File: config.mk
export PLATFORM = sky130hd
export DESIGN_NAME = sik_sqrt_cell
export DESIGN_NICKNAME = d
export VERILOG_FILES = /design/src/sik_pkg.sv /design/src/sik_sqrt_cell.sv
export SDC_FILE = /design/constraint.sdc
export NUM_CORES = 1
export LEC_CHECK = 0
export CAP_MARGIN = 20
export CORE_ASPECT_RATIO = 1.4
export CORE_UTILIZATION = 40
export DETAILED_ROUTE_END_ITERATION = 10
export DONT_BUFFER_PORTS = 1
export PLACE_DENSITY = 0.59
export SETUP_SLACK_MARGIN = 0.5
export SYNTH_ARGS = -nofsm -noshare
export SYNTH_HDL_FRONTEND = slang
export SYNTH_SLANG_ARGS = --single-unit
File: constraint.sdc
create_clock -name clk -period 15.2 [get_ports clk]
set_input_delay 1.52 -clock clk [delete_from_list [all_inputs] [get_ports clk]]
set_output_delay 1.52 -clock clk [all_outputs]
set_load 0.02 [all_outputs]
File: src/sik_pkg.sv
// Shared types, widths and constants of the SCARA inverse-kinematics block.
// No dependencies; imported by every module of the block but sik_delay.
package sik_pkg;

    // Fraction bits of coordinates, lengths and scales
    localparam int FRAC_BITS = 16;

    // Datapath widths
    localparam int CW        = 52;  // CORDIC x/y lane
    localparam int ZW        = 34;  // CORDIC angle accumulator, Q30 radians
    localparam int DEN_W     = 63;  // elbow cosine denominator
    localparam int Q_W       = 30;  // cosine quotient bits
    localparam int SQ_VW     = 61;  // sqrt radicand
    localparam int SQ_RW     = 62;  // sqrt partial root

    // Step counts of the divider and square-root rows
    localparam int DIV_STEPS  = 30;
    localparam int SQRT_STEPS = 31;

    // Q30 constants
    localparam logic [63:0]          ONE_Q30     = 64'd1 << 30;
    localparam logic signed [ZW-1:0] HALF_PI_Q30 = 34'sd1686629713;

    // Configuration register indexes
    localparam logic [2:0] REG_INNER_LEN    = 3'd0;
    localparam logic [2:0] REG_OUTER_LEN    = 3'd1;
    localparam logic [2:0] REG_TOWER_OFF_X  = 3'd2;
    localparam logic [2:0] REG_TOWER_OFF_Y  = 3'd3;
    localparam logic [2:0] REG_SCALE_X      = 3'd4;
    localparam logic [2:0] REG_SCALE_Y      = 3'd5;
    localparam logic [2:0] REG_RIGHT_HANDED = 3'd6;

    // Elementary rotation angle of one CORDIC step, Q30 radians
    function automatic logic [31:0] atan_step(input int idx);
        logic [31:0] v;
        case (idx)
            0:       v = 32'd843314857;
            1:       v = 32'd497837830;
            2:       v = 32'd263043837;
            3:       v = 32'd133525159;
            4:       v = 32'd67021687;
            5:       v = 32'd33543516;
            6:       v = 32'd16775851;
            7:       v = 32'd8388437;
            8:       v = 32'd4194283;
            9:       v = 32'd2097149;
            10:      v = 32'd1048576;
            default: v = 32'(ONE_Q30 >> idx);
        endcase
        return v;
    endfunction

endpackage

File: src/sik_sqrt_cell.sv
// One digit cell of the integer square root; BIT_EXP is the trial bit position.
// Depends on sik_pkg for widths.
module sik_sqrt_cell #(
    parameter int BIT_EXP = 0
) (
    input  logic                      clk,
    input  logic                      en,
    input  logic [sik_pkg::SQ_VW-1:0] v_in,
    input  logic [sik_pkg::SQ_RW-1:0] res_in,
    output logic [sik_pkg::SQ_VW-1:0] v_out,
    output logic [sik_pkg::SQ_RW-1:0] res_out
);
    import sik_pkg::*;

    localparam logic [SQ_RW-1:0] TRIAL_BIT = SQ_RW'(1) << BIT_EXP;

    logic [SQ_RW:0]   trial;
    logic [SQ_VW-1:0] v_next;
    logic [SQ_RW-1:0] res_next;

    // Take the trial subtraction where the radicand allows it
    always_comb
    begin
        trial = {1'b0, res_in} + {1'b0, TRIAL_BIT};
        if ({2'b00, v_in} >= trial)
        begin
            v_next   = SQ_VW'({2'b00, v_in} - trial);
            res_next = (res_in >> 1) + TRIAL_BIT;
        end
        else
        begin
            v_next   = v_in;
            res_next = res_in >> 1;
        end
    end

    always_ff @(posedge clk)
    begin
        if (en)
        begin
            v_out   <= v_next;
            res_out <= res_next;
        end
    end

endmodule

==> out/qor.yml <==
outcome:
  status: "finished, final reports clean"
cts:
  cts_setup_buffers: 0
  cts_root_buf: "clkbuf_16"
  ctsHoldBuffers: 0
  cts_resized: 0
  cts_sinks: 123
  clk_pin_slew_ns: 0.06
  cts_buffers: 17
  htreeDepth: 4
  cts_tree: "yes"
  clockBufferDepth: 2
logic_synthesis:
  synth_mux_area_share_pct: 0.415
  syn_nets: 1418
  yosys-top-cells-area: "edfxtp_1, xor2_1, ha_1"
  synth_compound_area_share_pct: 16.7
  synth_async_sr_flop_share_pct: 0
  synth_top_family_by_area: "simple AND/OR/NAND/NOR gates"
  yosys.area.top_type: "edfxtp_1"
  synth_top_cell_area_share_pct: 34.1
  synth_cell_types: 78
  ys_seq_elements: 123
  yosys.area_share.simple_pct: 23.5
  synth_xor_area_share_pct: 13.9
  synthCells: 1229
  synthAdderAreaFrac_pct: 7.45
  ys.flop_type: "edfxtp_1"
  syn_area_um2: 10800
  synth_area_per_cell_um2: 8.82
  yosysSeqAreaShare_pct: 34.1
  synth_edf_count: 123
  yosys_warnings: 0
power:
  irDropWorstVdd_mv: 0.0755
  power_leakage_nw: 4.26
  p_per_area_nw_per_um2: 101
timing:
  finalMaxSlewViolations: 0
  whs_ns: 1.20
  rsz0062_at_grt: "false"
  setup_violations: 0
  timing_hold_violations_final: 0
  fin_crit_sh_pct: 46.2
  finalSetupTns_ns: 0
  relSlewSlack_pct: 38.6
  fmax_ghz: 0.142
  worst_pin_slew_ns: 0.915
  fin_crit_ns: 7.02
setup_path:
  crit_type: "input port to flip-flop"
  end_kind: "flip-flop"
  worstPathCellList: "ha_1, and3_1, nand3_4, nor4_4, nand3_2, nor4_4, nand3_2, nor3_2, nand3_1, xor2_1, ha_1, a21o_1, a21o_1, a21oi_1, o21ai_0, a311o_1, or2_1, o21ai_4, buf_4, o21ai_0"
  cp.required_ns: 15.34
  critical_path_arrival_ns: 7.16
  slowest_delay_ns: 0.62
  cp_num_buf_inv: 1
  setup.worst_path.start_class: "input port"
  crit_fanout: 64
  crit_slowest_cell: "buf_4"
  cp_top_family: "simple AND/OR/NAND/NOR gates"
  cp_num_cells: 20
global_routing:
  grt_pass1_vias: 9103
  grt-ovfl-total: 0
  grt_antenna_before_repair: 0
  grt_max_degree: 124
  grt_first_pass_wirelength_um: 54100
  grtUsageTotal_pct: 26.4
layout:
  drive_gt1_share_pct: 7.07
  area_delta_synth_final_pct: 7.57
  antenna_cells: 0
  fin_nets: 1378
die:
  fp.dieArea_um2: 27800
  rows: 70
  die_h_um: 197
  start_util_pct: 41.1
  core_um2: 26400
  die_w_um: 141
  ios: 248
detailed_routing:
  drtPass1Iterations: 5
  wirelength_um: 36200
  avgRoutedWirePerCell_um: 23.2
  vias: 9228
  via_per_inst: 5.91
  final_antenna_net_count: 0
  drt_iter0_drc: 638
  drc: 0
placed_design:
  gp_congestion: 0.972
  hpwl_um: 28500
  io_buffers: 0
flow_run:
  maxCapViolCount: 0
min_path:
  hp-class: "input port to flip-flop"
  holdPathStages: 0
[metrics by stage]
step | power, mW | cells | util (%) | instance area, um^2 | setup slack (ns)
after CTS | 1.19 | 1562 | 44.2 | 11700 | 8.30
final | 1.18 | 1562 | 44.2 | 11700 | 8.18
after global placement | 0.710 | 1530 | 41.7 | 11000 | 8.00
after floorplan | 0.661 | 1229 | - | 10800 | 9.04
after global routing | 1.23 | 1562 | 44.2 | 11700 | 7.65
after detailed placement | 0.710 | 1530 | 41.7 | 11000 | 7.86
[final cells by class]
cell class / instances / area, um^2
clock inverter: 14 / 244
inverter: 23 / 86.3
sequential: 123 / 3690
timing repair buffer: 5 / 37.5
clock buffer: 18 / 429
multi-input combinational: 1019 / 6720
fill: 2570 / 14700
tap: 360 / 450
[where the power goes]
| part | switching [mW] | leakage, nW | internal (mW) |
|---|---|---|---|
| Sequential | 0.0557 | 1.20 | 0.417 |
| Clock | 0.168 | 0.322 | 0.308 |
| Combinational | 0.144 | 2.73 | 0.0903 |
| Total | 0.368 | 4.26 | 0.815 |
[logic make-up after synthesis]
kind of cell,Yosys count
and+or+nand+nor,490
AOI/OAI and AO/OA,289
adders and majority gates,64
xor gates and xnor gates,172
muxes,4
buffers and inverters,87
DFF,123
[final timing paths]
| path | from | endpoint | slack, ns |
|---|---|---|---|
| max | res_in[1] | v_out[16] | 8.18 |
| min | en | v_out[41] | 1.20 |
[synthesized netlist by cell type (20+ instances only)]
| master | instances |
|---|---|
| nand2_1 | 186 |
| edfxtp_1 | 123 |
| xor2_1 | 92 |
| a21oi_1 | 81 |
| nor2_1 | 81 |
| xnor2_1 | 80 |
| o21ai_0 | 70 |
| ha_1 | 63 |
| nand4_1 | 44 |
| nand3_1 | 43 |
| a21o_1 | 39 |
| clkbuf_1 | 26 |
| nor3_1 | 25 |
| inv_1 | 23 |
| buf_2 | 20 |
[registers in the layout, summed over array words and instances, names as in the netlist]
| name | flops |
|---|---|
| res_out | 62 |
| v_out | 61 |
[cells in the final DEF, fill, tap and decap left out, types with 8 or more instances in the layout]
| cell | instances |
|---|---|
| o21bai_1 | 12 |
| nand3_1 | 43 |
| ha_1 | 63 |
| o31ai_1 | 8 |
| and3_1 | 18 |
| nor4_1 | 10 |
| xnor2_1 | 80 |
| clkbuf_16 | 17 |
| o211ai_1 | 8 |
| or3_1 | 9 |
| nand2_1 | 186 |
| o21ai_0 | 70 |
| nor3_1 | 25 |
| and2_1 | 13 |
| inv_1 | 23 |
| a21o_1 | 39 |
| xor2_1 | 92 |
| and4_1 | 8 |
| nor2_1 | 81 |
| o21ai_1 | 18 |
| nor3_2 | 12 |
| nand4_1 | 44 |
| edfxtp_1 | 123 |
| a21oi_1 | 81 |
[layer usage]
metal | GRT usage (%) | routed length [um] | vias up
li1 | - | - | 4408
met1 | 27.1 | 12900 | 4352
met2 | 47.1 | 18500 | 385
met3 | 8.14 | 3010 | 83
met4 | 14.9 | 1830 | 0
met5 | 0 | 0 | -
Note: power is estimated with default switching activity, not from simulation.
