[src/sik_pkg.sv]
// Shared types, widths and constants of the SCARA inverse-kinematics block.
// No dependencies; imported by every module of the block but sik_delay.
package sik_pkg;

    // Fraction bits of coordinates, lengths and scales
    localparam int FRAC_BITS = 16;

    // Datapath widths
    localparam int CW        = 52;  // CORDIC x/y lane
    localparam int ZW        = 34;  // CORDIC angle accumulator, Q30 radians
    localparam int DEN_W     = 63;  // elbow cosine denominator
    localparam int Q_W       = 30;  // cosine quotient bits
    localparam int SQ_VW     = 61;  // sqrt radicand
    localparam int SQ_RW     = 62;  // sqrt partial root

    // Step counts of the divider and square-root rows
    localparam int DIV_STEPS  = 30;
    localparam int SQRT_STEPS = 31;

    // Q30 constants
    localparam logic [63:0]          ONE_Q30     = 64'd1 << 30;
    localparam logic signed [ZW-1:0] HALF_PI_Q30 = 34'sd1686629713;

    // Configuration register indexes
    localparam logic [2:0] REG_INNER_LEN    = 3'd0;
    localparam logic [2:0] REG_OUTER_LEN    = 3'd1;
    localparam logic [2:0] REG_TOWER_OFF_X  = 3'd2;
    localparam logic [2:0] REG_TOWER_OFF_Y  = 3'd3;
    localparam logic [2:0] REG_SCALE_X      = 3'd4;
    localparam logic [2:0] REG_SCALE_Y      = 3'd5;
    localparam logic [2:0] REG_RIGHT_HANDED = 3'd6;

    // Elementary rotation angle of one CORDIC step, Q30 radians
    function automatic logic [31:0] atan_step(input int idx);
        logic [31:0] v;
        case (idx)
            0:       v = 32'd843314857;
            1:       v = 32'd497837830;
            2:       v = 32'd263043837;
            3:       v = 32'd133525159;
            4:       v = 32'd67021687;
            5:       v = 32'd33543516;
            6:       v = 32'd16775851;
            7:       v = 32'd8388437;
            8:       v = 32'd4194283;
            9:       v = 32'd2097149;
            10:      v = 32'd1048576;
            default: v = 32'(ONE_Q30 >> idx);
        endcase
        return v;
    endfunction

endpackage

[src/sik_cordic_cell.sv]
// One vectoring CORDIC cell: rotates (x, y) towards the x axis by step STEP.
// Depends on sik_pkg for widths and the elementary angle table.
module sik_cordic_cell #(
    parameter int STEP = 0
) (
    input  logic                          clk,
    input  logic                          en,
    input  logic signed [sik_pkg::CW-1:0] x_in,
    input  logic signed [sik_pkg::CW-1:0] y_in,
    input  logic signed [sik_pkg::ZW-1:0] z_in,
    output logic signed [sik_pkg::CW-1:0] x_out,
    output logic signed [sik_pkg::ZW-1:0] z_out,
    output logic signed [sik_pkg::CW-1:0] y_out
);
    import sik_pkg::*;

    localparam logic signed [ZW-1:0] ANGLE = ZW'(atan_step(STEP));

    logic signed [CW-1:0] dx;
    logic signed [CW-1:0] dy;
    logic signed [CW-1:0] x_next;
    logic signed [CW-1:0] y_next;
    logic signed [ZW-1:0] z_next;

    // Rotate by the sign of y, accumulate the angle
    always_comb
    begin
        dx = y_in >>> STEP;
        dy = x_in >>> STEP;
        if (!y_in[CW-1])
        begin
            x_next = x_in + dx;
            y_next = y_in - dy;
            z_next = z_in + ANGLE;
        end
        else
        begin
            x_next = x_in - dx;
            y_next = y_in + dy;
            z_next = z_in - ANGLE;
        end
    end

    always_ff @(posedge clk)
    begin
        if (en)
        begin
            x_out <= x_next;
            y_out <= y_next;
            z_out <= z_next;
        end
    end

endmodule

[config.mk]
export PLATFORM = sky130hd
export DESIGN_NAME = sik_cordic_cell
export DESIGN_NICKNAME = d
export VERILOG_FILES = /design/src/sik_pkg.sv /design/src/sik_cordic_cell.sv
export SDC_FILE = /design/constraint.sdc
export NUM_CORES = 1
export LEC_CHECK = 0
export BUFFER_PORTS_ARGS = -buffer_cell sky130_fd_sc_hd__buf_2
export CAP_MARGIN = 20
export CORE_ASPECT_RATIO = 0.6
export CORE_MARGIN = 2
export CORE_UTILIZATION = 45
export DETAILED_ROUTE_END_ITERATION = 8
export PLACE_DENSITY_LB_ADDON = 0.15
export SLEW_MARGIN = 20
export SYNTH_ARGS = -nofsm -noshare
export SYNTH_HDL_FRONTEND = slang
export SYNTH_SLANG_ARGS = --single-unit
[constraint.sdc]
create_clock -name clk -period 5.5 [get_ports clk]
set_clock_uncertainty 0.2 [all_clocks]
set_input_delay 0.275 -clock clk [delete_from_list [all_inputs] [get_ports clk]]
set_output_delay 0.275 -clock clk [all_outputs]
set_load 0.05 [all_outputs]
==> impl_metrics.env <==
export IMPL_clkTransAtPathRegs_ps=60
export IMPL_cts_resized=0
export IMPL_finalHoldViolations=0
export IMPL_setup_viol=0
export IMPL_die_h_um=145
export IMPL_die_width_um=239
export IMPL_finalNetCount=2367
export IMPL_drtAntennaViolNets=0
export IMPL_min_period_ps=3970
export IMPL_htree_levels=4
export IMPL_vias=15000
export IMPL_post_place_ws_ps=1210
export IMPL_cts_buffers=17
export IMPL_viasPerCell=5.97
export IMPL_numClockSinks=137
export IMPL_required_ps=5500
export IMPL_holdCritPathClass="in -> reg"
export IMPL_synth_edf_count=137
export IMPL_die_area_um2=34800
export IMPL_period_share_pct=72.2
export IMPL_wl_per_cell_um=21.3
export IMPL_core_area_um2=32600
export IMPL_slew_headroom_pct=29.7
export IMPL_path_cells="buf_2 -> inv_1 -> ha_1 -> a21o_1 -> a31oi_1 -> o22ai_1 -> a211oi_1 -> o21a_1 -> o21ai_1 -> a311oi_1 -> o211ai_1 -> and3_1 -> o22ai_1 -> xnor2_1"
export IMPL_cp_num_cells=14
export IMPL_drt_wl_total_um=53400
export IMPL_fmax_mhz=252
export IMPL_cpMostUsedCell="o22ai_1"
export IMPL_dp_hpwl_um=42400
export IMPL_rsz0062_at_grt="no"
export IMPL_remaining_drc_errors=0
export IMPL_synth_area_top_cells="edfxtp_1, ha_1, a21oi_1"
export IMPL_cp_startpoint="x_in[8]"
export IMPL_synth_seq_cells=137
export IMPL_path_class="in -> reg"
export IMPL_drive_gt1_share_pct=17.3
export IMPL_drtIter0Drc=1809
export IMPL_synth_flop_cell="edfxtp_1"
export IMPL_tritoncts="done"
export IMPL_maxCapViolations=0
export IMPL_grt_max_degree=92
export IMPL_syn_inst=1804
export IMPL_grt_overflow=0
export IMPL_crit_end="x_out[51]$_DFFE_PP_"
export IMPL_grt_pass1_wl_um=80500
export IMPL_grt_usage_pct=30.1
export IMPL_final_cells=2503
export IMPL_filler_cell_count=3134
export IMPL_synth_top_area_share_pct=27.5
export IMPL_finalInstanceArea_um2=17300
export IMPL_leakagePower_nw=7.71
export IMPL_status="finished clean"
export IMPL_synth_cell_types=86
export IMPL_yosysWarnings=0
export IMPL_portBuffers=277
export IMPL_root_buffer="clkbuf_16"
export IMPL_grt_pass1_vias=13600
export IMPL_fin_setup_tns_ps=0
export IMPL_rows=51
export IMPL_critical_path_arrival_ps=3970
export IMPL_initial_core_util_pct=45.9
export IMPL_worstPathMaxFanout=13
export IMPL_hp_start="y_in[0]"
export IMPL_post_dp_cell_area_um2=16700
export IMPL_ios=278
export IMPL_clock_path_buffers=2
export IMPL_power_mw=4.97
export IMPL_yosys_area_top_type="edfxtp_1"
export IMPL_ir_drop_v=0.000227
export IMPL_slowest_stage="a311oi_1"
export IMPL_setup_slack_ps=1530
export IMPL_antenna_found_initial=2
export IMPL_cp_end_kind="flip-flop"
export IMPL_synth_fp_nets=2133
export IMPL_dp_cells=2466
export IMPL_synth_async_reset_ratio_pct=0
export IMPL_crit_buf_inv=2
export IMPL_synth_avg_cell_area_um2=8.29
export IMPL_ys_seq_area_share_pct=27.5
export IMPL_synth_area_um2=15000
export IMPL_power_density_nw_per_um2=287
export IMPL_gp_congestion=0.985
export IMPL_max_slew_worst_pin_slew_ps=1050
export IMPL_firstDrtPassIters=6
export IMPL_max_stage_delay_ps=890
export IMPL_area_growth_pct=15.6
export IMPL_cts_hold_buf=3
export IMPL_post_cts_buffers=0
export IMPL_slew_violations=0
export IMPL_crit_family="compound AO/OA/AOI/OAI gates"
export IMPL_start_kind="primary input"
==> routing by layer <==
metal	part of all wire, %	global-route usage, %	wire (um)	up-vias
met2	37	37.7	19800	814
met5	0	0	0	-
li1	-	-	-	6990
met4	1.3	6.50	708	0
met3	12	9.51	6370	54
met1	50	48.4	26500	7094
==> synthesized netlist by cell type (all sizes together), types with 6 or more instances <==
library cell  number
o21ai            124
clkinv             7
nand4             24
nor2             158
nor4              21
o22ai              9
xor2              16
a211oi            24
clkbuf            47
nand2b            16
or2                6
xnor2            113
edfxtp           137
nor2b             21
o21a              10
a221o              9
a221oi            10
o21bai            58
buf               28
nand2            105
inv              166
a21oi            240
a21boi             7
a31oi              8
mux2i             25
nand3             23
ha               185
and3               8
o31ai             17
o211ai            12
a21o              52
nor3              36
==> worst min-delay path: stages <==
cell and delay [ps]:
buf_2 100, ha_1 120, inv_1 30
==> cell usage in the layout, fill, tap and decap left out, drive strengths merged, types with 18 or more instances in the layout <==
cell	n
inv	168
buf	287
edfxtp	137
nor4	21
xnor2	113
o21ai	124
clkbuf	18
nor2	158
nand4	24
ha	185
a21o	52
a211oi	24
nor2b	21
mux2i	25
nor3	36
a21oi	240
o21bai	58
nand2	105
nand3	23
==> cell families after synthesis <==
logic type,after synthesis,synth area share [%]
AND/OR/NAND/NOR,442,13.8
buffers and inverters,248,6.39
AO/OA/AOI/OAI,634,27.0
multiplexers,25,1.67
XOR/XNOR,129,7.55
adder cells (fa/ha/maj),189,16.0
flip-flops,137,27.5
==> sequential cells by signal, indices dropped and copies added, names as in the netlist <==
| register | flops |
|---|---|
| y_out | 51 |
| z_out | 34 |
| x_out | 52 |
==> worst min-delay path by stage <==
stage	to	slack, ps	cells after the start
2_1_floorplan	x_out[0]$_DFFE_PP_	190	0
3_3_place_gp	z_out[0]$_DFFE_PP_	350	2
3_5_place_dp	z_out[0]$_DFFE_PP_	360	2
5_1_grt	x_out[0]$_DFFE_PP_	40	3
4_1_cts	x_out[0]$_DFFE_PP_	30	3
6_report	x_out[0]$_DFFE_PP_	40	3
==> power by group <==
| group | switching (mW) | total [mW] | leakage [nW] | internal, mW |
|---|---|---|---|---|
| combinational | 1.67 | 2.33 | 6.10 | 0.662 |
| sequential | 0.0508 | 1.44 | 1.34 | 1.39 |
| clock | 0.522 | 1.19 | 0.273 | 0.669 |
| total | 2.24 | 4.97 | 7.71 | 2.72 |
==> stage by stage <==
step	utilization [%]	hold slack [ps]
global route	53.1	42.1
CTS	53.0	25.3
global placement	51.2	355
finish	53.1	39.3
floorplan	-	187
detailed placement	51.2	360
==> layout make-up <==
type	instances	area (um2)	share of cell area [%]
clock inverters	14	149	0.861
clock buffers	18	429	2.48
flip-flops and latches	137	4110	23.8
diodes	2	5.00	0.0289
inverters	173	649	3.75
well taps	450	563	3.25
repair buffers	290	1500	8.67
multi-input cells	1419	9890	57.2
(Power assumes the default switching activity.)
