<file path="src/sik_pkg.sv">
// Shared types, widths and constants of the SCARA inverse-kinematics block.
// No dependencies; imported by every module of the block but sik_delay.
package sik_pkg;

    // Fraction bits of coordinates, lengths and scales
    localparam int FRAC_BITS = 16;

    // Datapath widths
    localparam int CW        = 52;  // CORDIC x/y lane
    localparam int ZW        = 34;  // CORDIC angle accumulator, Q30 radians
    localparam int DEN_W     = 63;  // elbow cosine denominator
    localparam int Q_W       = 30;  // cosine quotient bits
    localparam int SQ_VW     = 61;  // sqrt radicand
    localparam int SQ_RW     = 62;  // sqrt partial root

    // Step counts of the divider and square-root rows
    localparam int DIV_STEPS  = 30;
    localparam int SQRT_STEPS = 31;

    // Q30 constants
    localparam logic [63:0]          ONE_Q30     = 64'd1 << 30;
    localparam logic signed [ZW-1:0] HALF_PI_Q30 = 34'sd1686629713;

    // Configuration register indexes
    localparam logic [2:0] REG_INNER_LEN    = 3'd0;
    localparam logic [2:0] REG_OUTER_LEN    = 3'd1;
    localparam logic [2:0] REG_TOWER_OFF_X  = 3'd2;
    localparam logic [2:0] REG_TOWER_OFF_Y  = 3'd3;
    localparam logic [2:0] REG_SCALE_X      = 3'd4;
    localparam logic [2:0] REG_SCALE_Y      = 3'd5;
    localparam logic [2:0] REG_RIGHT_HANDED = 3'd6;

    // Elementary rotation angle of one CORDIC step, Q30 radians
    function automatic logic [31:0] atan_step(input int idx);
        logic [31:0] v;
        case (idx)
            0:       v = 32'd843314857;
            1:       v = 32'd497837830;
            2:       v = 32'd263043837;
            3:       v = 32'd133525159;
            4:       v = 32'd67021687;
            5:       v = 32'd33543516;
            6:       v = 32'd16775851;
            7:       v = 32'd8388437;
            8:       v = 32'd4194283;
            9:       v = 32'd2097149;
            10:      v = 32'd1048576;
            default: v = 32'(ONE_Q30 >> idx);
        endcase
        return v;
    endfunction

endpackage

</file>
<file path="src/sik_div_cell.sv">
// One restoring-division cell: one quotient bit of the elbow cosine.
// Depends on sik_pkg for widths.
module sik_div_cell (
    input  logic                      clk,
    input  logic                      en,
    input  logic [sik_pkg::DEN_W-1:0] den,
    input  logic [sik_pkg::DEN_W-1:0] r_in,
    input  logic [sik_pkg::Q_W-1:0]   q_in,
    output logic [sik_pkg::DEN_W-1:0] r_out,
    output logic [sik_pkg::Q_W-1:0]   q_out
);
    import sik_pkg::*;

    logic [DEN_W:0]   r2;
    logic             ge;
    logic [DEN_W-1:0] r_next;

    // Shift remainder, subtract divisor where it fits
    always_comb
    begin
        r2 = {r_in, 1'b0};
        ge = (r2 >= {1'b0, den});
        if (ge)
        begin
            r_next = DEN_W'(r2 - {1'b0, den});
        end
        else
        begin
            r_next = r2[DEN_W-1:0];
        end
    end

    always_ff @(posedge clk)
    begin
        if (en)
        begin
            r_out <= r_next;
            q_out <= {q_in[Q_W-2:0], ge};
        end
    end

endmodule

</file>
<file path="config.mk">
export PLATFORM = sky130hd
export DESIGN_NAME = sik_div_cell
export DESIGN_NICKNAME = d
export VERILOG_FILES = /design/src/sik_pkg.sv /design/src/sik_div_cell.sv
export SDC_FILE = /design/constraint.sdc
export NUM_CORES = 1
export LEC_CHECK = 0
export BUFFER_PORTS_ARGS = -buffer_cell sky130_fd_sc_hd__buf_2
export CAP_MARGIN = 20
export CORE_UTILIZATION = 40
export CTS_BUF_LIST = sky130_fd_sc_hd__clkbuf_4 sky130_fd_sc_hd__clkbuf_8
export CTS_CLUSTER_DIAMETER = 200
export CTS_CLUSTER_SIZE = 24
export DETAILED_ROUTE_END_ITERATION = 7
export PLACE_DENSITY = 0.76
export SYNTH_ARGS = -nofsm -noshare
export SYNTH_HDL_FRONTEND = slang
export SYNTH_SLANG_ARGS = --single-unit
</file>
<file path="constraint.sdc">
create_clock -name clk -period 4.39 [get_ports clk]
set_input_delay 0.439 -clock clk [delete_from_list [all_inputs] [get_ports clk]]
set_output_delay 0.439 -clock clk [all_outputs]
set_load 0.01 [all_outputs]
</file>
==> results_dict.tcl, run 1 <==
set metrics [dict create \
    cts_resized 0 \
    num_rows 50 \
    finalHoldViolCount 0 \
    grt_pass1_wl_mm 34.2 \
    worstPathMaxFanout 58 \
    track_usage 0.213 \
    syn_inst 888 \
    io_pins 251 \
    grt_max_degree 59 \
    wl_per_cell_um 15.7 \
    yosys_most_used_dff "edfxtp_1" \
    drc_errors 0 \
    htreeDepth 3 \
    startpoint_type "primary input" \
    cts_sinks 93 \
    slew_headroom 0.525 \
    drt-pass1-iter-count 5 \
    placedCellCount 1355 \
    finalCritPeriodShare 0.763 \
    hold_class "in2reg" \
    ys_warn_count 0 \
    synth.cell_area_um2 7850 \
    layout-drive-gt1-share 0.262 \
    finalWirelength_mm 21.6 \
    synth_common_cells "a21oi_1 (115), nor2_1 (95), edfxtp_1 (93), inv_1 (75), ha_1 (63)" \
    fin_tns_setup_ns 0 \
    finalMaxSlewViolations 0 \
    final_cells 1371 \
    grt_overflow 0 \
    fill_cells 1872 \
    cts_buffers 9 \
    port_buffers 249 \
    cts_root_buf "clkbuf_8" \
    via_count 7303 \
    antenna_cells 0 \
    postCtsHoldBufs 0 \
    hpwl_mm 17.1 \
    cp.arrival_ns 3.48 \
    setup_violations 0 \
    cts_tree "yes" \
    cp.buffers_inverters 3 \
    critPathRequiredTime_ns 4.52 \
    synth_seq_area_share 0.356 \
    die_w_um 142 \
    worstSetupEndpointType "flop" \
    synth_edf_count 93 \
    ir_worst_vdd_mv 0.123 \
    syn_to_final_growth_pct 20.4 \
    cts_max_path_buffers 2 \
    grt_pass1_vias 6917 \
    rsz0062_at_grt "no" \
    antenna_found_initial 0 \
    worstSetupPathType "in2reg" \
    outcome "finished, final reports clean" \
    p_per_area_nw_per_um2 300 \
    cp_cell_sequence "buf_2, inv_1, fa_1, a211oi_2, o21bai_2, o2111ai_2, a31oi_2, a2111oi_4, o21ai_4, buf_12, mux2_1" \
    avgSynthCellArea_um2 8.84 \
    core-area_um2 19000 \
    gp_routability_congestion 0.871 \
    design_area_um2 9450 \
    synthArstFlopShare 0 \
    power.leakage_nw 4.31 \
    register_area_um2 2790 \
    maxCapViolCount 0 \
    postCtsSetupBuffers 0 \
    dpl_cell_area_um2 9250 \
    min_period_ns 3.35 \
    die-area_um2 20200 \
    clkTransAtPathRegs_ns 0.10 \
    synthDominantCellAreaShare 0.356 \
    fmax_mhz 299 \
    synth_fp_nets 1110 \
    ant_nets 0 \
    ys_seq_elements 93 \
    synthDistinctLibCells 73 \
    multi_input_comb_area_um2 4540 \
    cpPeakStageDelay_ns 0.52 \
    vias_per_cell 5.33 \
    initial_core_util 0.414 \
    cp_top_family "compound AO/OA/AOI/OAI gates" \
    dieHeight_um 142 \
    drtIter0Drc 482 \
    synth_area_leaders "edfxtp_1 (36%), ha_1 (10%), a21oi_1 (7.3%)" \
    yosysTopAreaCell "edfxtp_1" \
    tightest_slew_ns 0.713 \
    slowest_stage "a2111oi_4" \
    fin_nets 1328 \
    synth_most_common_cell "a21oi_1" \
]
[metrics by stage]
| stage | hold WS, ns | total power (W) | worst slack, ns | util |
|---|---|---|---|---|
| floorplan | 0.538 | 0.00188 | 1.33 | - |
| global placement | 0.616 | 0.00221 | 0.710 | 0.488 |
| detailed placement | 0.617 | 0.00223 | 0.656 | 0.488 |
| CTS | 0.207 | 0.00286 | 1.06 | 0.499 |
| global route | 0.195 | 0.00301 | 0.813 | 0.499 |
| finish | 0.229 | 0.00283 | 1.04 | 0.499 |
[state kept, by name, summed over array words and instances (netlist names)]
name and cells:
q_out 30, r_out 63
[area by class of cell]
cell class,count,area share
Clock buffer,10,0.0139
Multi-Input combinational cell,673,0.480
Inverter,75,0.0298
Clock inverter,6,0.00741
Tap cell,260,0.0344
Timing Repair Buffer,254,0.139
Sequential cell,93,0.296
[metal layers]
layer  wire, um  vias up  track usage
met5          0        -            0
met4        211        0       0.0498
met3       1440       15       0.0370
met2      10200      252        0.353
met1       9730     3370        0.289
li1           -     3666            -
[placed cells by master (no fill, tap or decap), drive strengths merged, types with 6 or more instances in the layout]
master / n
a21boi: 8
a21o: 34
a21oi: 116
a221oi: 6
a31oi: 8
and2: 6
and3: 6
buf: 254
clkbuf: 10
edfxtp: 93
ha: 63
inv: 77
mux2: 11
nand2: 58
nand2b: 9
nand3: 16
nand3b: 6
nand4: 22
nor2: 96
nor2b: 11
nor3: 11
o211ai: 9
o21a: 6
o21ai: 44
o21bai: 13
xnor2: 27
xor2: 26
[where the power goes]
group / switching, W / leakage [nW] / internal (W)
clock network: 0.000339 / 0.105 / 0.000275
logic: 0.000620 / 3.30 / 0.000439
registers: 0.0000286 / 0.912 / 0.00113
total: 0.000988 / 4.31 / 0.00185
[cell families after synthesis]
group / share of synthesized area
muxes: 0.0183
and+or+nand+nor: 0.154
AOI/OAI and AO/OA: 0.244
adders and majority gates: 0.103
DFF: 0.356
buffers and inverters: 0.0658
xor gates and xnor gates: 0.0592
[path summary, 6_finish.rpt]
path,endpoint,from,depth (start not counted)
min,q_out[28]$_DFFE_PP_,q_in[27],1
max,r_out[3]$_DFFE_PP_,den[0],11
Note: power is estimated with default switching activity, not from simulation.
==> inputs of run 2 (changes only) <==
clock period = 3.4 ns   (was 4.39 ns; I/O delays follow)
==> run 2 against run 1 <==
Utilization rose by 2.1 points. Setup slack worse by 0.58 ns. Final cell count increased by 3.9%. Critical endpoint is now r_out[61]$_DFFE_PP_. First-iteration DRC count is 11% lower. Largest cell class unchanged. Power grew 31%.
==> results_dict.tcl, run 2 (synthesis results as in run 1) <==
set metrics [dict create \
    drc_errors 0 \
    initial_core_util 0.414 \
    hold_class "in2reg" \
    outcome "finished, final reports clean" \
    antenna_found_initial 1 \
    cp.depth 13 \
    dieHeight_um 142 \
    layout_common_cells "buf_2 (248), a21oi_1 (115), nor2_1 (95)" \
    min_period_ns 2.93 \
    finalMaxSlewViolations 0 \
    layout-drive-gt1-share 0.295 \
    core-area_um2 19000 \
    worstPathMaxFanout 15 \
    syn_to_final_growth_pct 25.4 \
    wl_per_cell_um 15.3 \
    cts_root_buf "clkbuf_8" \
    fill_cells 1846 \
    regMostFlops "r_out" \
    grt_max_degree 94 \
    via_count 7531 \
    io_pins 251 \
    critPathRequiredTime_ns 3.64 \
    port_buffers 249 \
    finalCritPeriodShare 0.863 \
    grt_pass1_wl_mm 34.4 \
    cpPeakStageDelay_ns 0.49 \
    use_met3 0.0363 \
    grtUsageMet2 0.352 \
    cp_cell_sequence "buf_2, inv_1, fa_1, a211oi_2, o21bai_2, o2111ai_2, a31oi_2, a2111oi_4, o21ai_4, buf_4, a21boi_0, a31o_1, nor3_1" \
    cp.arrival_ns 3.17 \
    drtIter0Drc 431 \
    worstSetupEndpointType "flop" \
    p_per_area_nw_per_um2 376 \
    finalWirelength_mm 21.7 \
    fin_nets 1380 \
    cts_sinks 93 \
    final_common_cell "buf_2" \
    setup_violations 0 \
    fmax_mhz 341 \
    largest_reg_flops 63 \
    track_usage 0.214 \
    cp.buffers_inverters 3 \
    gp_routability_congestion 0.901 \
    drt-pass1-iter-count 5 \
    grt_overflow 0 \
    power.leakage_nw 4.56 \
    grt_pass1_vias 7209 \
    hpwl_mm 17.3 \
    htreeDepth 3 \
    finalHoldViolCount 0 \
    rsz0062_at_grt "no" \
    grt_util_met1 0.283 \
    cts_tree "yes" \
    tightest_slew_ns 0.592 \
    ant_nets 0 \
    maxCapViolCount 0 \
    vias_per_cell 5.29 \
    cts_max_path_buffers 2 \
    num_rows 50 \
    busiest_layer "met2" \
    design_area_um2 9840 \
    crit_path_start "den[0]" \
    critPathCapture "r_out[61]$_DFFE_PP_" \
    cts_buffers 9 \
    postCtsHoldBufs 0 \
    biggestRegsByFlops "r_out: 63 flops, q_out: 30 flops" \
    die-area_um2 20200 \
    startpoint_type "primary input" \
    worstSetupPathType "in2reg" \
    dpl_cell_area_um2 9650 \
    cp_top_family "compound AO/OA/AOI/OAI gates" \
    die_w_um 142 \
    postCtsSetupBuffers 0 \
    cts_resized 0 \
    slowest_stage "a2111oi_4" \
    slew_headroom 0.603 \
    ir_worst_vdd_mv 0.164 \
    clkTransAtPathRegs_ns 0.11 \
    fin_tns_setup_ns 0 \
]
==> run 2: final cells by class <==
cell class / instances / area [um^2] / area share
Tap cell: 260 / 325 / 0.0331
Sequential cell: 93 / 2790 / 0.284
Timing Repair Buffer: 306 / 1710 / 0.174
Multi-Input combinational cell: 673 / 4540 / 0.461
Clock buffer: 9 / 124 / 0.0126
Inverter: 75 / 282 / 0.0286
Clock inverter: 7 / 62.6 / 0.00636
Antenna cell: 1 / 2.50 / 0.000254
==> run 2: how the worst min path moves through the flow <==
stage,slack [ns],depth (start not counted),start,to
floorplan,0.44,0,q_in[9],q_out[10]$_DFFE_PP_
global placement,0.52,1,q_in[7],q_out[8]$_DFFE_PP_
detailed placement,0.52,1,q_in[15],q_out[16]$_DFFE_PP_
CTS,0.09,1,q_in[2],q_out[3]$_DFFE_PP_
global route,0.09,1,q_in[2],q_out[3]$_DFFE_PP_
finish,0.11,1,q_in[9],q_out[10]$_DFFE_PP_
==> run 2: layer usage <==
metal	wire length, um	vias to the layer above
met4	384	0
met1	9990	3503
met3	1380	21
li1	-	3769
met2	9990	238
met5	0	-
==> run 2: where the power goes <==
| group | leakage [nW] | internal [W] | switching, W | total (W) |
|---|---|---|---|---|
| clock network | 0.0984 | 0.000285 | 0.000474 | 0.000758 |
| logic | 3.55 | 0.000628 | 0.000819 | 0.00145 |
| registers | 0.912 | 0.00146 | 0.0000362 | 0.00150 |
| total | 4.56 | 0.00237 | 0.00133 | 0.00370 |
==> run 2: stage by stage <==
step                hold WS, ns  total power, W  cells   util  setup slack (ns)
floorplan                 0.439         0.00243    888      -             0.443
global placement          0.517         0.00293   1407  0.509            0.0725
detailed placement        0.518         0.00296   1407  0.509           0.00199
CTS                      0.0901         0.00373   1423  0.519             0.437
global route             0.0899         0.00394   1424  0.519             0.212
finish                    0.111         0.00370   1424  0.519             0.465
==> inputs of run 3 (changes only) <==
HOLD_SLACK_MARGIN = 0.12   (was default)
==> run 3 against run 2 <==
Power up 0.67%. Non-clock buffer count increased by 29. Sequential share of layout area is 0.81 points lower. Via count increased by 1.6%. Critical path depth is the same. Critical endpoint unchanged. Highest routed layer unchanged.
==> results_dict.tcl, run 3 (synthesis results as in run 1) <==
set metrics [dict create \
    grtUsageMet2 0.359 \
    outcome "finished, final reports clean" \
    hpwl_mm 17.3 \
    final_cells 1453 \
    postCtsSetupBuffers 0 \
    use_met3 0.0357 \
    cts_max_path_buffers 2 \
    die-area_um2 20200 \
    final.setup.worst_slack_ns 0.468 \
    die_w_um 142 \
    hold_class "in2reg" \
    clkTransAtPathRegs_ns 0.11 \
    fmax_mhz 341 \
    fin_tns_setup_ns 0 \
    slew_headroom 0.603 \
    num_rows 50 \
    busiest_layer "met2" \
    placedCellCount 1407 \
    p_per_area_nw_per_um2 368 \
    cp.arrival_ns 3.17 \
    tightest_slew_ns 0.591 \
    drc_errors 0 \
    wl_per_cell_um 15.2 \
    io_pins 251 \
    layout_common_cells "buf_2 (248), a21oi_1 (115), nor2_1 (95)" \
    drtIter0Drc 471 \
    core-area_um2 19000 \
    finalWirelength_mm 22.0 \
    cp_cell_sequence "buf_2, inv_1, fa_1, a211oi_2, o21bai_2, o2111ai_2, a31oi_2, a2111oi_4, o21ai_4, buf_4, a21boi_0, a31o_1, nor3_1" \
    min_from "r_in[10]" \
    cp_top_family "compound AO/OA/AOI/OAI gates" \
    setup_violations 0 \
    cts_tree "yes" \
    finalCritPeriodShare 0.862 \
    maxCapViolCount 0 \
    ir_worst_vdd_mv 0.165 \
    antenna_found_initial 1 \
    grt_pass1_vias 7400 \
    layout-drive-gt1-share 0.288 \
    finalHoldViolCount 0 \
    rsz0062_at_grt "no" \
    gp_routability_congestion 0.901 \
    finalMaxSlewViolations 0 \
    initial_core_util 0.414 \
    final_common_cell "buf_2" \
    min_period_ns 2.93 \
    port_buffers 249 \
    largest_reg_flops 63 \
    crit_path_start "den[0]" \
    grt_max_degree 94 \
    htreeDepth 3 \
    vias_per_cell 5.26 \
    cp.buffers_inverters 3 \
    dieHeight_um 142 \
    cpPeakStageDelay_ns 0.49 \
    grt_pass1_wl_mm 35.1 \
    track_usage 0.218 \
    cts_sinks 93 \
    worstSetupPathType "in2reg" \
    critPathRequiredTime_ns 3.64 \
    cts_root_buf "clkbuf_8" \
    slowest_stage "a2111oi_4" \
    cts_resized 0 \
    pre_cts_slack_ns 0.00199 \
    regMostFlops "r_out" \
    startpoint_type "primary input" \
    p_total_w 0.00373 \
    worstPathMaxFanout 15 \
    design_area_um2 10100 \
    ant_nets 0 \
    power.leakage_nw 4.68 \
    postCtsHoldBufs 29 \
    grt_overflow 0 \
    via_count 7648 \
    worstSetupEndpointType "flop" \
    syn_to_final_growth_pct 29.1 \
    dpl_cell_area_um2 9650 \
    grt_util_met1 0.287 \
    biggestRegsByFlops "r_out: 63 flops, q_out: 30 flops" \
    drt-pass1-iter-count 5 \
    cts_buffers 9 \
    fin_nets 1409 \
]
==> run 3: changes by cell type in the layout (fill, tap and decap cells not counted) <==
cell           before  now
dlygate4sd3_1       0   29
==> run 3: layout make-up <==
class                   instances  area [um^2]
diodes                          1         2.50
clock buffers                   9          124
clock inverters                 7         62.6
fillers                      1823         8820
inverters                      75          282
multi-input cells             673         4540
flip-flops and latches         93         2790
well taps                     260          325
repair buffers                335         2000
==> run 3: metal layers <==
| layer | vias to the layer above | part of all wire | routed length (um) |
|---|---|---|---|
| met4 | 0 | 0.020 | 435 |
| met3 | 25 | 0.065 | 1440 |
| met1 | 3546 | 0.45 | 9990 |
| met2 | 251 | 0.46 | 10100 |
| li1 | 3826 | - | - |
| met5 | - | 0 | 0 |
==> run 3: path summary, 6_finish.rpt <==
check                                  to  slack (ns)  cells past startpoint
worst max-delay path  r_out[61]$_DFFE_PP_        0.47                     13
worst min-delay path  r_out[11]$_DFFE_PP_        0.24                      2
==> run 3: per-stage QoR <==
stage | hold WS, ns | util
floorplan | 0.439 | -
global placement | 0.517 | 0.509
detailed placement | 0.518 | 0.509
CTS | 0.221 | 0.534
global route | 0.239 | 0.534
finish | 0.237 | 0.534
==> run 3: power by group <==
part / leakage (nW) / internal, W / switching [W]
combinational: 3.67 / 0.000650 / 0.000824
sequential: 0.912 / 0.00146 / 0.0000368
clock: 0.0984 / 0.000285 / 0.000471
total: 4.68 / 0.00240 / 0.00133
